<file path="src/sv/sls_pkg.sv">
// ----------------------------------------------------------------------------
// sls_pkg
// Types, token codes and keyword table of the script lexer token scanner.
// ----------------------------------------------------------------------------
package sls_pkg;

  // Sizes
  localparam int POSITION_BITS   = 16;
  localparam int LINE_BITS       = 16;
  localparam int KEYWORD_MAX_LEN = 5;
  localparam int WIN_W           = 8 * KEYWORD_MAX_LEN;
  localparam int MAX_RES         = 3;
  localparam int FIFO_DEPTH      = 4;
  localparam int FIFO_AW         = $clog2(FIFO_DEPTH);
  localparam int NUM_KW          = 14;

  typedef logic [POSITION_BITS-1:0]     pos_t;
  typedef logic [POSITION_BITS:0]       pos1_t;
  typedef logic [LINE_BITS-1:0]         line_t;
  typedef logic [WIN_W-1:0]             win_t;
  typedef logic [5:0]                   kind_t;
  typedef logic [1:0]                   err_t;
  typedef logic [$clog2(MAX_RES+1)-1:0] rcnt_t;
  typedef logic [FIFO_AW-1:0]           fptr_t;
  typedef logic [FIFO_AW:0]             fcnt_t;

  // Scan modes
  typedef enum logic [3:0] {
    M_IDLE    = 4'd0,
    M_IDENT   = 4'd1,
    M_NUM     = 4'd2,
    M_NUMDOT  = 4'd3,
    M_FRAC    = 4'd4,
    M_STR     = 4'd5,
    M_COMMENT = 4'd6,
    M_BANG    = 4'd7,
    M_EQ      = 4'd8,
    M_LESS    = 4'd9,
    M_GREATER = 4'd10
  } mode_t;

  // Token kinds
  localparam kind_t K_DOT     = 6'd8;
  localparam kind_t K_BANG    = 6'd15;
  localparam kind_t K_ASSIGN  = 6'd17;
  localparam kind_t K_LESS    = 6'd19;
  localparam kind_t K_GREATER = 6'd21;
  localparam kind_t K_IDENT   = 6'd23;
  localparam kind_t K_STRING  = 6'd24;
  localparam kind_t K_NUMBER  = 6'd25;
  localparam kind_t K_KW_BASE = 6'd26;
  localparam kind_t K_ERROR   = 6'd40;
  localparam kind_t K_EOF     = 6'd41;

  // Error codes
  localparam err_t E_NONE     = 2'd0;
  localparam err_t E_UNEXP    = 2'd1;
  localparam err_t E_UNTERM   = 2'd2;

  // One result
  typedef struct packed {
    kind_t       kind;
    logic [15:0] start;
    logic [15:0] length;
    logic [15:0] line;
    err_t        err;
    logic        last;
  } tok_t;

  // All results caused by one request
  typedef struct packed {
    tok_t [MAX_RES-1:0] toks;
    rcnt_t              cnt;
  } res_t;

  // Keyword text, first byte in the low bits; kind is K_KW_BASE plus the index
  localparam logic [63:0] KW_TEXT [NUM_KW] = '{
    64'h0000_0000_0064_6E61, // and
    64'h0000_0000_6573_6162, // base
    64'h0000_0000_6573_6C65, // else
    64'h0000_0065_736C_6166, // false
    64'h0000_0000_0072_6F66, // for
    64'h0000_0000_636E_7566, // func
    64'h0000_0000_0000_6669, // if
    64'h0000_0000_6C6C_756E, // null
    64'h0000_0000_0000_726F, // or
    64'h0000_0074_6E69_7270, // print
    64'h0000_0000_0067_6572, // reg
    64'h0000_0000_666C_6573, // self
    64'h0000_0000_6575_7274, // true
    64'h0000_0000_0072_6176  // var
  };
  localparam int KW_LEN [NUM_KW] = '{3, 4, 4, 5, 3, 4, 2, 4, 2, 5, 3, 4, 4, 3};

  // Clamp a position-sized value to the 16-bit token field
  function automatic logic [15:0] sat_pos16(pos1_t v);
    logic [POSITION_BITS+16:0] w;
    w = {16'b0, v};
    return (w > 'hFFFF) ? 16'hFFFF : w[15:0];
  endfunction

  // Clamp a line count to the 16-bit token field
  function automatic logic [15:0] sat_line16(line_t v);
    logic [LINE_BITS+15:0] w;
    w = {16'b0, v};
    return (w > 'hFFFF) ? 16'hFFFF : w[15:0];
  endfunction

endpackage

</file>
<file path="src/sv/sls_core.sv">
// ----------------------------------------------------------------------------
// sls_core
// Scan state registers and the single-pass token decision for one byte.
// ----------------------------------------------------------------------------
module sls_core (
  input  logic          clk,
  input  logic          rst_n,
  input  logic          take,
  input  logic [7:0]    code_byte,
  output sls_pkg::res_t res
);

  localparam logic [7:0] CH_NUL   = 8'h00;
  localparam logic [7:0] CH_TAB   = 8'h09;
  localparam logic [7:0] CH_NL    = 8'h0A;
  localparam logic [7:0] CH_CR    = 8'h0D;
  localparam logic [7:0] CH_SP    = 8'h20;
  localparam logic [7:0] CH_BANG  = 8'h21;
  localparam logic [7:0] CH_HASH  = 8'h23;
  localparam logic [7:0] CH_QUOTE = 8'h27;
  localparam logic [7:0] CH_DOT   = 8'h2E;
  localparam logic [7:0] CH_LT    = 8'h3C;
  localparam logic [7:0] CH_EQ    = 8'h3D;
  localparam logic [7:0] CH_GT    = 8'h3E;

  localparam sls_pkg::pos_t  POS_MAX  = '1;
  localparam sls_pkg::line_t LINE_MAX = '1;

  sls_pkg::mode_t mode_r, mode_nxt;
  sls_pkg::pos_t  pos_r, pos_nxt;
  sls_pkg::pos_t  ls_r, ls_nxt;
  sls_pkg::line_t line_r, line_nxt;
  sls_pkg::win_t  win_r, win_nxt;

  sls_pkg::pos_t  pos_adv;
  sls_pkg::line_t line_adv;
  sls_pkg::pos_t  idx;
  sls_pkg::pos_t  dot;
  sls_pkg::kind_t op_base;
  sls_pkg::kind_t id_kind;
  sls_pkg::res_t  res_c;
  sls_pkg::rcnt_t n;
  logic           do_idle;

  function automatic logic is_alpha(logic [7:0] c);
    return (c >= 8'h61 && c <= 8'h7A) || (c >= 8'h41 && c <= 8'h5A) || c == 8'h5F;
  endfunction

  function automatic logic is_digit(logic [7:0] c);
    return c >= 8'h30 && c <= 8'h39;
  endfunction

  // Single-byte punctuation; anything else is unexpected
  function automatic sls_pkg::kind_t single_kind(logic [7:0] c);
    sls_pkg::kind_t k;
    unique case (c)
      8'h28:   k = 6'd0;
      8'h29:   k = 6'd1;
      8'h7B:   k = 6'd2;
      8'h7D:   k = 6'd3;
      8'h5B:   k = 6'd4;
      8'h5D:   k = 6'd5;
      8'h3B:   k = 6'd6;
      8'h2C:   k = 6'd7;
      8'h2E:   k = 6'd8;
      8'h2D:   k = 6'd9;
      8'h2B:   k = 6'd10;
      8'h2F:   k = 6'd11;
      8'h2A:   k = 6'd12;
      8'h5E:   k = 6'd13;
      8'h25:   k = 6'd14;
      default: k = sls_pkg::K_ERROR;
    endcase
    return k;
  endfunction

  // Build one result from a start and an end offset
  function automatic sls_pkg::tok_t mk_tok(sls_pkg::kind_t kind, sls_pkg::pos1_t st,
                                           sls_pkg::pos1_t fin, sls_pkg::line_t ln,
                                           sls_pkg::err_t err);
    sls_pkg::tok_t t;
    sls_pkg::pos1_t len;
    len      = (fin >= st) ? fin - st : '0;
    t.kind   = kind;
    t.start  = sls_pkg::sat_pos16(st);
    t.length = sls_pkg::sat_pos16(len);
    t.line   = sls_pkg::sat_line16(ln);
    t.err    = err;
    t.last   = 1'b0;
    return t;
  endfunction

  // Exact keyword match on the first len identifier bytes held
  function automatic sls_pkg::kind_t kw_kind(sls_pkg::win_t win, sls_pkg::pos_t len);
    sls_pkg::kind_t k;
    logic [63:0]    txt;
    logic [63:0]    mask;
    k = sls_pkg::K_IDENT;
    if (len != '0 && len <= sls_pkg::pos_t'(sls_pkg::KEYWORD_MAX_LEN)) begin
      for (int i = 0; i < sls_pkg::NUM_KW; i++) begin
        txt  = sls_pkg::KW_TEXT[i];
        mask = (64'd1 << (8 * sls_pkg::KW_LEN[i])) - 64'd1;
        if (len == sls_pkg::pos_t'(sls_pkg::KW_LEN[i]) &&
            (win & mask[sls_pkg::WIN_W-1:0]) == txt[sls_pkg::WIN_W-1:0]) begin
          k = sls_pkg::K_KW_BASE + sls_pkg::kind_t'(i);
        end
      end
    end
    return k;
  endfunction

  // Saturating increments
  assign pos_adv  = (pos_r != POS_MAX) ? pos_r + 1'b1 : pos_r;
  assign line_adv = (line_r != LINE_MAX) ? line_r + 1'b1 : line_r;
  assign idx      = pos_r - ls_r;
  assign dot      = (pos_r > ls_r) ? pos_r - 1'b1 : ls_r;
  assign id_kind  = kw_kind(win_r, (pos_r >= ls_r) ? idx : '0);

  // Operator base kind for the pending one-byte operator
  always_comb begin
    unique case (mode_r)
      sls_pkg::M_BANG:    op_base = sls_pkg::K_BANG;
      sls_pkg::M_EQ:      op_base = sls_pkg::K_ASSIGN;
      sls_pkg::M_LESS:    op_base = sls_pkg::K_LESS;
      default:            op_base = sls_pkg::K_GREATER;
    endcase
  end

  // Decide the next state and the results for this byte
  always_comb begin
    mode_nxt = mode_r;
    pos_nxt  = pos_r;
    ls_nxt   = ls_r;
    line_nxt = line_r;
    win_nxt  = win_r;
    res_c    = '0;
    n        = '0;
    do_idle  = 1'b0;

    // Pending lexeme: grow it or flush it
    unique case (mode_r)
      sls_pkg::M_IDENT: begin
        if (is_alpha(code_byte) || is_digit(code_byte)) begin
          if (pos_r >= ls_r) begin
            for (int j = 0; j < sls_pkg::KEYWORD_MAX_LEN; j++) begin
              if (idx == sls_pkg::pos_t'(j)) begin
                win_nxt[8*j +: 8] = win_r[8*j +: 8] | code_byte;
              end
            end
          end
          pos_nxt = pos_adv;
        end else begin
          res_c.toks[n] = mk_tok(id_kind, {1'b0, ls_r}, {1'b0, pos_r}, line_r,
                                 sls_pkg::E_NONE);
          n = n + 1'b1;
          do_idle = 1'b1;
        end
      end
      sls_pkg::M_NUM: begin
        if (is_digit(code_byte)) begin
          pos_nxt = pos_adv;
        end else if (code_byte == CH_DOT) begin
          mode_nxt = sls_pkg::M_NUMDOT;
          pos_nxt  = pos_adv;
        end else begin
          res_c.toks[n] = mk_tok(sls_pkg::K_NUMBER, {1'b0, ls_r}, {1'b0, pos_r}, line_r,
                                 sls_pkg::E_NONE);
          n = n + 1'b1;
          do_idle = 1'b1;
        end
      end
      sls_pkg::M_NUMDOT: begin
        if (is_digit(code_byte)) begin
          mode_nxt = sls_pkg::M_FRAC;
          pos_nxt  = pos_adv;
        end else begin
          // Split into the number and a trailing dot
          res_c.toks[n] = mk_tok(sls_pkg::K_NUMBER, {1'b0, ls_r}, {1'b0, dot}, line_r,
                                 sls_pkg::E_NONE);
          n = n + 1'b1;
          res_c.toks[n] = mk_tok(sls_pkg::K_DOT, {1'b0, dot}, {1'b0, dot} + 1'b1, line_r,
                                 sls_pkg::E_NONE);
          n = n + 1'b1;
          do_idle = 1'b1;
        end
      end
      sls_pkg::M_FRAC: begin
        if (is_digit(code_byte)) begin
          pos_nxt = pos_adv;
        end else begin
          res_c.toks[n] = mk_tok(sls_pkg::K_NUMBER, {1'b0, ls_r}, {1'b0, pos_r}, line_r,
                                 sls_pkg::E_NONE);
          n = n + 1'b1;
          do_idle = 1'b1;
        end
      end
      sls_pkg::M_STR: begin
        if (code_byte == CH_NUL) begin
          res_c.toks[n] = mk_tok(sls_pkg::K_ERROR, {1'b0, ls_r}, {1'b0, pos_r}, line_r,
                                 sls_pkg::E_UNTERM);
          n = n + 1'b1;
          do_idle = 1'b1;
        end else if (code_byte == CH_QUOTE) begin
          res_c.toks[n] = mk_tok(sls_pkg::K_STRING, {1'b0, ls_r}, {1'b0, pos_r} + 1'b1,
                                 line_r, sls_pkg::E_NONE);
          n = n + 1'b1;
          mode_nxt = sls_pkg::M_IDLE;
          pos_nxt  = pos_adv;
        end else begin
          if (code_byte == CH_NL) begin
            line_nxt = line_adv;
          end
          pos_nxt = pos_adv;
        end
      end
      sls_pkg::M_COMMENT: begin
        if (code_byte != CH_NUL && code_byte != CH_NL) begin
          pos_nxt = pos_adv;
        end else begin
          do_idle = 1'b1;
        end
      end
      sls_pkg::M_BANG, sls_pkg::M_EQ, sls_pkg::M_LESS, sls_pkg::M_GREATER: begin
        if (code_byte == CH_EQ) begin
          res_c.toks[n] = mk_tok(op_base + 1'b1, {1'b0, ls_r}, {1'b0, pos_r} + 1'b1,
                                 line_r, sls_pkg::E_NONE);
          n = n + 1'b1;
          mode_nxt = sls_pkg::M_IDLE;
          pos_nxt  = pos_adv;
        end else begin
          res_c.toks[n] = mk_tok(op_base, {1'b0, ls_r}, {1'b0, pos_r}, line_r,
                                 sls_pkg::E_NONE);
          n = n + 1'b1;
          do_idle = 1'b1;
        end
      end
      default: begin
        do_idle = 1'b1;
      end
    endcase

    // Start-of-lexeme handling of the byte
    if (do_idle) begin
      mode_nxt = sls_pkg::M_IDLE;
      priority if (code_byte == CH_NUL) begin
        res_c.toks[n] = mk_tok(sls_pkg::K_EOF, {1'b0, pos_r}, {1'b0, pos_r}, line_r,
                               sls_pkg::E_NONE);
        n = n + 1'b1;
        pos_nxt  = '0;
        ls_nxt   = '0;
        line_nxt = sls_pkg::line_t'(1);
        win_nxt  = '0;
      end else if (code_byte == CH_SP || code_byte == CH_CR || code_byte == CH_TAB) begin
        pos_nxt = pos_adv;
      end else if (code_byte == CH_NL) begin
        line_nxt = line_adv;
        pos_nxt  = pos_adv;
      end else if (code_byte == CH_HASH) begin
        mode_nxt = sls_pkg::M_COMMENT;
        pos_nxt  = pos_adv;
      end else if (is_alpha(code_byte)) begin
        mode_nxt = sls_pkg::M_IDENT;
        ls_nxt   = pos_r;
        win_nxt  = sls_pkg::win_t'(code_byte);
        pos_nxt  = pos_adv;
      end else if (is_digit(code_byte)) begin
        mode_nxt = sls_pkg::M_NUM;
        ls_nxt   = pos_r;
        pos_nxt  = pos_adv;
      end else if (code_byte == CH_QUOTE) begin
        mode_nxt = sls_pkg::M_STR;
        ls_nxt   = pos_r;
        pos_nxt  = pos_adv;
      end else if (code_byte == CH_BANG) begin
        mode_nxt = sls_pkg::M_BANG;
        ls_nxt   = pos_r;
        pos_nxt  = pos_adv;
      end else if (code_byte == CH_EQ) begin
        mode_nxt = sls_pkg::M_EQ;
        ls_nxt   = pos_r;
        pos_nxt  = pos_adv;
      end else if (code_byte == CH_LT) begin
        mode_nxt = sls_pkg::M_LESS;
        ls_nxt   = pos_r;
        pos_nxt  = pos_adv;
      end else if (code_byte == CH_GT) begin
        mode_nxt = sls_pkg::M_GREATER;
        ls_nxt   = pos_r;
        pos_nxt  = pos_adv;
      end else begin
        res_c.toks[n] = mk_tok(single_kind(code_byte), {1'b0, pos_r}, {1'b0, pos_r} + 1'b1,
                               line_r, (single_kind(code_byte) == sls_pkg::K_ERROR) ?
                               sls_pkg::E_UNEXP : sls_pkg::E_NONE);
        n = n + 1'b1;
        ls_nxt  = pos_r;
        pos_nxt = pos_adv;
      end
    end

    // Mark the final result of this request
    if (n != '0) begin
      res_c.toks[n - 1'b1].last = 1'b1;
    end
    res_c.cnt = n;
  end

  assign res = res_c;

  // Scan state
  always_ff @(posedge clk) begin
    if (!rst_n) begin
      mode_r <= sls_pkg::M_IDLE;
      pos_r  <= '0;
      ls_r   <= '0;
      line_r <= sls_pkg::line_t'(1);
      win_r  <= '0;
    end else if (take) begin
      mode_r <= mode_nxt;
      pos_r  <= pos_nxt;
      ls_r   <= ls_nxt;
      line_r <= line_nxt;
      win_r  <= win_nxt;
    end
  end

endmodule

</file>
<file path="src/sv/sls_fifo.sv">
// ----------------------------------------------------------------------------
// sls_fifo
// Result queue: takes a request's results at once, hands out one a cycle on pop.
// ----------------------------------------------------------------------------
module sls_fifo (
  input  logic          clk,
  input  logic          rst_n,
  input  logic          push,
  input  sls_pkg::res_t res,
  input  logic          pop,
  output logic          room,
  output logic          head_valid,
  output sls_pkg::tok_t head
);

  sls_pkg::tok_t  mem [sls_pkg::FIFO_DEPTH];
  sls_pkg::fptr_t wr_ptr_r, wr_ptr_nxt;
  sls_pkg::fptr_t rd_ptr_r, rd_ptr_nxt;
  sls_pkg::fcnt_t cnt_r, cnt_nxt;
  sls_pkg::fcnt_t push_cnt;

  assign push_cnt   = push ? sls_pkg::fcnt_t'(res.cnt) : '0;
  assign wr_ptr_nxt = wr_ptr_r + sls_pkg::fptr_t'(push_cnt);
  assign rd_ptr_nxt = rd_ptr_r + sls_pkg::fptr_t'(pop);
  assign cnt_nxt    = cnt_r + push_cnt - sls_pkg::fcnt_t'(pop);

  // Room for a full burst of results
  assign room       = cnt_r <= sls_pkg::fcnt_t'(sls_pkg::FIFO_DEPTH - sls_pkg::MAX_RES);
  assign head_valid = cnt_r != '0;
  assign head       = mem[rd_ptr_r];

  // Store the burst in consecutive entries
  always_ff @(posedge clk) begin
    if (push) begin
      for (int k = 0; k < sls_pkg::MAX_RES; k++) begin
        if (sls_pkg::rcnt_t'(k) < res.cnt) begin
          mem[wr_ptr_r + sls_pkg::fptr_t'(k)] <= res.toks[k];
        end
      end
    end
  end

  // Pointers and fill level
  always_ff @(posedge clk) begin
    if (!rst_n) begin
      wr_ptr_r <= '0;
      rd_ptr_r <= '0;
      cnt_r    <= '0;
    end else begin
      wr_ptr_r <= wr_ptr_nxt;
      rd_ptr_r <= rd_ptr_nxt;
      cnt_r    <= cnt_nxt;
    end
  end

endmodule

</file>
<file path="src/sv/script_lexer_token_scanner.sv">
// ----------------------------------------------------------------------------
// script_lexer_token_scanner
// Streaming lexical scanner: source bytes in, tokens out.
// ----------------------------------------------------------------------------
// One source byte is taken per request and decided in the same cycle; the
// zero to three tokens it completes enter a four-entry result queue and
// leave it one per cycle from the next cycle on while out_stall is low.
// Input is held off while fewer than three queue entries are free, so with
// the output side taking every cycle the scanner sustains one byte per
// cycle; a byte that yields two or three tokens (number then dot,
// unterminated string then end of text) holds the input off while the
// queue drains. Byte 0 ends the text: an end-of-text token follows and
// position and line start over. No start-up pass is needed after reset.
module script_lexer_token_scanner (
  input  logic        clk,
  input  logic        rst_n,
  input  logic        in_valid,
  output logic        in_stall,
  input  logic [7:0]  in_code_byte,
  output logic        out_valid,
  input  logic        out_stall,
  output logic [5:0]  out_token_kind,
  output logic [15:0] out_token_start,
  output logic [15:0] out_token_length,
  output logic [15:0] out_token_line,
  output logic [1:0]  out_error_code,
  output logic        out_last_of_run
);

  logic          take;
  logic          room;
  logic          pop;
  sls_pkg::res_t res;
  sls_pkg::tok_t head;

  // Accept a request only with room for its whole burst
  assign in_stall = !room;
  assign take     = in_valid && room;
  assign pop      = out_valid && !out_stall;

  sls_core u_core (
    .clk       (clk),
    .rst_n     (rst_n),
    .take      (take),
    .code_byte (in_code_byte),
    .res       (res)
  );

  sls_fifo u_fifo (
    .clk        (clk),
    .rst_n      (rst_n),
    .push       (take),
    .res        (res),
    .pop        (pop),
    .room       (room),
    .head_valid (out_valid),
    .head       (head)
  );

  // Drive the result ports from the queue head
  assign out_token_kind   = head.kind;
  assign out_token_start  = head.start;
  assign out_token_length = head.length;
  assign out_token_line   = head.line;
  assign out_error_code   = head.err;
  assign out_last_of_run  = head.last;

endmodule

</file>
<file path="config.mk">
export PLATFORM = sky130hd
export DESIGN_NAME = script_lexer_token_scanner
export DESIGN_NICKNAME = d
export VERILOG_FILES = /design/src/sv/sls_pkg.sv /design/src/sv/sls_core.sv /design/src/sv/sls_fifo.sv /design/src/sv/script_lexer_token_scanner.sv
export SDC_FILE = /design/constraint.sdc
export NUM_CORES = 1
export LEC_CHECK = 0
export BUFFER_PORTS_ARGS = -buffer_cell sky130_fd_sc_hd__buf_2
export CAP_MARGIN = 20
export CORE_MARGIN = 2
export CORE_UTILIZATION = 40
export DETAILED_ROUTE_END_ITERATION = 16
export PLACE_DENSITY = 0.54
export SKIP_LAST_GASP = 1
export SYNTH_ARGS = -nofsm -noshare
export SYNTH_HDL_FRONTEND = slang
export SYNTH_SLANG_ARGS = --single-unit
</file>
<file path="constraint.sdc">
create_clock -name clk -period 8.7 [get_ports clk]
set_input_delay 1.74 -clock clk [delete_from_list [all_inputs] [get_ports clk]]
set_output_delay 1.74 -clock clk [all_outputs]
set_load 0.01 [all_outputs]
</file>
==> summary.md, run 1 <==
| Metric | Value |
|---|---|
| Status | `completed` |
| Largest family of logic cells by synthesized area | `compound AO/OA/AOI/OAI gates` |
| CTS Sinks | `327` |
| Library cells used by synthesis | `115` |
| Root Buffer Master | `clkbuf_16` |
| CTS tree | `done` |
| Initial Util | `0.405` |
| Crit path top cell by count | `a21oi_1` |
| Router iterations before antenna repair | `8` |
| Postcts setup bufs | `0` |
| Post-synth EDFFs | `228` |
| Pwr Total | `7.83 mW` |
| Crit Path Max Fanout | `28` |
| Worst-path clk slew | `0.06 ns` |
| Mux share of post-synthesis cell area | `0.0667` |
| RSZ-0062 raised after global routing | `no` |
| Fmax | `128 MHz` |
| Final Hold Violating Endpoints | `0` |
| Synth Area in Simple Gates | `0.209` |
| Crit path depth | `20` |
| CP arrival | `8.21 ns` |
| Htree depth | `2` |
| Detailed placement HPWL | `76100 µm` |
| # rows | `91` |
| Routed WL | `103000 µm` |
| Worst Path Buf+Inv | `2` |
| Largest net degree at the start of global routing | `69` |
| Final Cycle Share | `0.900` |
| Post-CTS Hold Buffers | `0` |
| Peak VDD IR | `0.171 mV` |
| Slew headroom | `0.173` |
| Gr ovfl total | `0` |
| Setup-failing EPs final | `0` |
| FF+latch area | `8830 µm²` |
| Layout Area Growth over Synthesis | `10.6%` |
| R2R depth | `20` |
| Top sig layer | `met4` |
| Worst hold path type | `flip-flop to flip-flop` |
| FILL cells | `around 6100` |
| Initial antenna violation count | `1` |
| Compound-cell area share of the yosys netlist | `0.232` |
| Crit end category | `flip-flop` |
| Total GRT Usage | `0.316` |
| Metal2 WL | `44800 µm` |
| Critical path type | `flip-flop to flip-flop` |
| Yosys warns | `0` |
| Via count | `23900` |
| 1st-iter DRT viols | `2764` |
| Share of cells above drive strength 1 | `0.127` |
| Worst setup SP type | `flip-flop` |
| Vias in the first global route | `between 20000 and 25000` |
| Post-cts sizing count | `0` |
| Num CTS Buffers | `41` |
| Min cycle time layout | `7.83 ns` |
| Die area | `64500 µm²` |
| Drt drc | `0` |
| Clock skew | `0.0248 ns` |
| Xor/xnor share of the synthesized area | `0.0441` |
| # Max-Cap Violations | `0` |
| Critical path's largest stage delay | `between 1 and 1.5 ns` |
| Lkg Pwr | `around 10 nW` |
| Synth Cell Area | `between 20000 and 25000 µm²` |
| Prevailing post-synth register cell | `edfxtp_1` |
| Hold depth | `1` |
| Drt wl/cell | `approximately 28 µm` |
| Syn Inst Count | `2789` |
| CP required | `9.09 ns` |
| Worst-Margin Slew | `1.24 ns` |
| Fraction of registers with async set/reset | `0` |
| Routed metal-1 wire length | `44800 µm` |
| Max Slew Vio Count | `0` |
| Worst-Skew Late Latency | `between 0.5 and 0.6 ns` |
| P per Cell Area | `283 nW/µm²` |
| I/O pin count | `71` |
| IO Port Bufs | `70` |
| Crit-path slowest cell | `dfxtp_1` |
| Placed insts | `~3600` |
| Crit-path leading delay family | `compound AO/OA/AOI/OAI gates` |
| Routed Antenna Nets | `0` |
| Core Region | `61700 µm²` |
| Area of the multi-input gates | `15000 µm²` |
| Syn_area_per_cell | `~9.0 µm²` |
| Gpl congestion | `0.976` |
| Bufs on Longest Clock Path | `3` |
| Flip-flop and latch count after synthesis | `327` |
| Nets | `2897` |
| Height of the die | `254 µm` |
| Sequential-to-total area share from yosys stat | `0.353` |
| Crit path cell chain | `inv_1 -> ha_1 -> fa_1 -> nand2b_1 -> a21oi_1 -> o21ai_1 -> a21oi_4 -> mux2i_1 -> inv_1 -> ha_1 -> a21oi_1 -> o21ai_0 -> a21oi_1 -> o21ai_0 -> nand2_1 -> a31oi_1 -> o21ai_0 -> a31oi_1 -> a21oi_1 -> a221oi_1` |
| Util after Layout | `0.448` |
| Via density | `6.52` |
| Die width | `254 µm` |
| Synthesized net count | `2893` |
| Adder-Cell Fraction of Synth Area | `0.0473` |
| Wire length on met3 | `9390 µm` |
| First-pass GRT wire length | `about 150000 µm` |
| WHS | `~0.47 ns` |
| Final non-filler cell total | `3662` |
[final timing paths]
check,from,end,slack (ns)
max,u_core.pos_r[0],u_fifo.mem[2][24],0.87
max reg2reg,u_core.pos_r[0],u_fifo.mem[2][24],0.87
min reg2reg,u_core.win_r[35],u_core.win_r[35],0.47
min,u_core.win_r[35],u_core.win_r[35],0.47
[synth_stat cells, types with 12 or more instances]
library cell | count | share of area
nand2_1 | 243 | 0.036
edfxtp_1 | 228 | 0.27
nor2_1 | 198 | 0.030
o21ai_0 | 182 | 0.036
a21oi_1 | 161 | 0.032
nand3_1 | 129 | 0.026
clkbuf_1 | 113 | 0.017
inv_1 | 111 | 0.017
o221ai_1 | 105 | 0.037
dfxtp_1 | 99 | 0.079
ha_1 | 88 | 0.044
xnor2_1 | 84 | 0.029
nor2b_1 | 71 | 0.018
and3_1 | 60 | 0.015
mux4_2 | 57 | 0.051
nor3_1 | 57 | 0.011
a31oi_1 | 55 | 0.014
and2_1 | 50 | 0.013
o21a_1 | 49 | 0.015
a211oi_1 | 42 | 0.013
xor2_1 | 38 | 0.013
buf_1 | 33 | 0.0050
buf_2 | 31 | 0.0062
a21boi_0 | 27 | 0.0081
or3_1 | 26 | 0.0065
nand4_1 | 25 | 0.0063
mux2i_1 | 22 | 0.0088
o22ai_1 | 22 | 0.0055
a21o_1 | 20 | 0.0060
nand2b_1 | 20 | 0.0050
nor4_1 | 18 | 0.0045
a22oi_1 | 16 | 0.0048
o21ai_1 | 16 | 0.0032
o211ai_1 | 14 | 0.0042
a221oi_1 | 12 | 0.0042
nand4b_1 | 12 | 0.0042
[power by group]
group          switching, mW  internal (mW)  total (mW)
Clock                  0.733          0.996        1.73
Combinational           2.63           1.44        4.07
Sequential             0.106           1.93        2.03
[flip-flops by register name, indices dropped and copies added (netlist names)]
register         count
u_core.mode_r        4
u_fifo.cnt_r         3
u_fifo.rd_ptr_r      2
u_fifo.mem         228
u_core.win_r        40
u_fifo.wr_ptr_r      2
u_core.pos_r        16
u_core.line_r       16
u_core.ls_r         16
[worst reg2reg max path: stages (launching register included)]
cell and delay (ns):
dfxtp_1 1.10, inv_1 0.32, ha_1 0.32, fa_1 0.43
nand2b_1 0.21, a21oi_1 0.19, o21ai_1 0.21, a21oi_4 0.81
mux2i_1 0.70, inv_1 0.19, ha_1 0.40, a21oi_1 0.08
o21ai_0 0.26, a21oi_1 0.11, o21ai_0 0.30, nand2_1 0.09
a31oi_1 0.78, o21ai_0 0.24, a31oi_1 0.39, a21oi_1 0.16
a221oi_1 0.36
[cell usage in the layout (no fill, tap or decap), drive strengths merged, types with 57 or more instances in the layout]
cell type  count
a21oi        163
and3          60
buf          145
dfxtp         99
edfxtp       228
ha            88
inv          113
mux4          57
nand2        250
nand3        129
nor2         205
nor2b         71
nor3          63
o21ai        199
o221ai       105
xnor2         86
[stage by stage]
stage / setup WS (ns) / setup TNS [ns] / cell area [µm²]
after floorplan: -0.108 / -16.02 / 25000
after global placement: 1.19 / 0 / 26300
after detailed placement: 1.03 / 0 / 26300
after CTS: 1.00 / 0 / 27600
after global routing: 0.329 / 0 / 27600
final: 0.873 / 0 / 27600
[kinds of logic (layout without fill, tap and decap cells)]
family / Yosys count / in the layout
buffers and inverters: 299 / 334
xor gates and xnor gates: 124 / 124
DFF: 327 / 327
AOI/OAI and AO/OA: 846 / 846
and+or+nand+nor: 1010 / 1010
adders and majority gates: 92 / 92
muxes: 91 / 91
other: 0 / 1
[layer usage]
layer,global-route usage,vias up
met3,0.0600,216
met1,0.445,11700
li1,-,10600
met5,0,-
met2,0.478,1307
met4,0.122,0
[cell type report]
| cell class | count | share of cell area |
|---|---|---|
| repair buffers | 146 | 0.0341 |
| diodes | 1 | 0.0000906 |
| flip-flops and latches | 327 | 0.320 |
| multi-input cells | 2163 | 0.544 |
| clock buffers | 49 | 0.0382 |
| clock inverters | 25 | 0.0102 |
| inverters | 114 | 0.0155 |
| well taps | 837 | 0.0379 |
Power figures use the tool's default switching activity.
==> run 2, diff against run 1 <==
MAX_ROUTING_LAYER = met4   (was not set)
==> summary.md, run 2 (synthesis gave the netlist of run 1 again) <==
| Metric | Value |
|---|---|
| Clock power frac | `0.203` |
| Drt drc | `0` |
| Postcts setup bufs | `0` |
| Core Region | `61700 µm²` |
| First-pass GRT wire length | `about 150000 µm` |
| Largest Register | `u_fifo.mem` |
| Height of the die | `254 µm` |
| Setup-failing EPs final | `0` |
| Lkg Pwr | `roughly 10 nW` |
| Post-CTS Hold Buffers | `0` |
| Power share of the sequential group | `0.264` |
| Routed WL | `102000 µm` |
| Gpl congestion | `0.978` |
| Num CTS Buffers | `39` |
| FF+latch area | `approximately 8800 µm²` |
| Worst setup margin | `between 1 and 1.5 ns` |
| Cell area after layout | `27500 µm²` |
| Die area | `64500 µm²` |
| P per Cell Area | `between 200 and 300 nW/µm²` |
| # rows | `91` |
| Area of the multi-input gates | `15000 µm²` |
| Critical path type | `flip-flop to flip-flop` |
| WHS | `roughly 0.46 ns` |
| Util after Layout | `0.446` |
| Worst hold path type | `flip-flop to flip-flop` |
| Vias in the first global route | `22300` |
| Bufs on Longest Clock Path | `3` |
| Placed inst area | `26300 µm²` |
| Logic pwr share | `0.533` |
| Max Slew Vio Count | `0` |
| Setup total negative slack | `0 ns` |
| Switching Fraction | `0.448` |
| Biggest regs | `u_fifo.mem: 228 flops, u_core.win_r: 40 flops` |
| Slew headroom | `0.236` |
| Crit Path Max Fanout | `15` |
| Largest net degree at the start of global routing | `69` |
| Initial antenna violation count | `0` |
| Layout Area Growth over Synthesis | `10.0%` |
| CP required | `approximately 9.0 ns` |
| Root Buffer Master | `clkbuf_16` |
| Min cycle time layout | `7.44 ns` |
| Worst setup SP type | `flip-flop` |
| Worst-path clk slew | `roughly 0.060 ns` |
| Initial Util | `0.405` |
| Gr ovfl total | `0` |
| Placed insts | `3590` |
| Commonest cells after routing, fill and taps aside | `nand2_1 (243), edfxtp_1 (228), nor2_1 (197)` |
| Final non-filler cell total | `between 3000 and 4000` |
| Peak VDD IR | `0.161 mV` |
| # Max-Cap Violations | `0` |
| FILL cells | `6080` |
| IO Port Bufs | `70` |
| Htree depth | `2` |
| Router iterations before antenna repair | `6` |
| Pre-CTS setup slack | `roughly 1.2 ns` |
| Final Hold Violating Endpoints | `0` |
| Clock skew | `about 0.042 ns` |
| Share of cells above drive strength 1 | `0.126` |
| Routed Antenna Nets | `0` |
| Detailed placement HPWL | `75500 µm` |
| Most common cell after layout, fill and taps aside | `nand2_1` |
| 1st-iter DRT viols | `around 2900` |
| Int Power | `4.25 mW` |
| Worst-Margin Slew | `~1.1 ns` |
| Total GRT Usage | `0.321` |
| Post-cts sizing count | `0` |
| Largest register FFs | `228` |
| Final Cycle Share | `0.855` |
| Net Sw Power | `3.45 mW` |
| RSZ-0062 raised after global routing | `no` |
| Pwr Total | `~7.7 mW` |
| Via count | `between 20000 and 25000` |
| Via density | `between 6 and 7` |
| Worst-Skew Late Latency | `around 0.6 ns` |
| Crit end category | `flip-flop` |
| Drt wl/cell | `27.9 µm` |
| CTS tree | `done` |
| Die width | `about 250 µm` |
| Nets | `between 2000 and 3000` |
| CTS Sinks | `327` |
| Status | `completed` |
| Fmax | `between 100 and 150 MHz` |
| CP arrival | `7.71 ns` |
| I/O pin count | `71` |
==> run 2: cell count changes in the layout (fill, tap and decap cells not counted), moves of 2 or more <==
| cell | delta |
|---|---|
| clkinvlp_4 | +2 |
| buf_4 | +4 |
| bufinv_16 | -3 |
| clkbuf_1 | +2 |
| clkinv_4 | -3 |
| clkbuf_4 | +2 |
| clkbuf_16 | -2 |
| clkinv_2 | -3 |
==> run 2: final cells by class <==
class | instances | share of cell area
Clock inverter | 18 | 0.00560
Antenna cell | 1 | 0.0000910
Clock buffer | 50 | 0.0371
Timing Repair Buffer | 151 | 0.0354
Multi-Input combinational cell | 2163 | 0.547
Inverter | 114 | 0.0156
Tap cell | 837 | 0.0381
Sequential cell | 327 | 0.321
==> run 2: worst max-delay path, cell delays in order, from the launching register on <==
cell	delay (ns)
dfxtp_1	0.48
inv_1	0.24
ha_1	0.50
and3_1	0.27
nand2_1	0.19
mux2_4	0.38
a21oi_4	0.48
buf_4	0.35
mux2i_1	0.84
inv_1	0.13
ha_1	0.41
nand3_1	0.15
o31ai_1	0.58
a31o_2	0.27
a21o_1	0.16
a21oi_1	0.09
buf_4	0.19
o21ai_0	0.24
nand3_1	0.23
a21oi_1	0.62
o221ai_1	0.30
==> run 2: worst paths after layout <==
path	from	end	slack (ns)	depth (start not counted)
setup / recovery	u_core.ls_r[12]	u_fifo.mem[0][27]	1.26	20
hold / removal	u_core.win_r[34]	u_core.win_r[34]	0.46	1
setup reg to reg	u_core.ls_r[12]	u_fifo.mem[0][27]	1.26	20
hold reg to reg	u_core.win_r[34]	u_core.win_r[34]	0.46	1
==> run 2: per-layer routing <==
metal	vias up	routed length, µm	track usage
met5	-	0	-
met4	0	3790	0.112
met3	218	8840	0.0453
met2	1216	45600	0.492
met1	11700	43800	0.434
li1	10600	-	-
==> run 2: power by group through the flow <==
stage          clock, mW  combinational, mW  sequential [mW]
2_1_floorplan          0               2.70             2.02
3_3_place_gp           0               4.01             2.06
3_5_place_dp           0               4.01             2.07
4_1_cts             1.59               4.03             2.03
5_1_grt             1.64               4.37             2.05
6_report            1.57               4.10             2.03
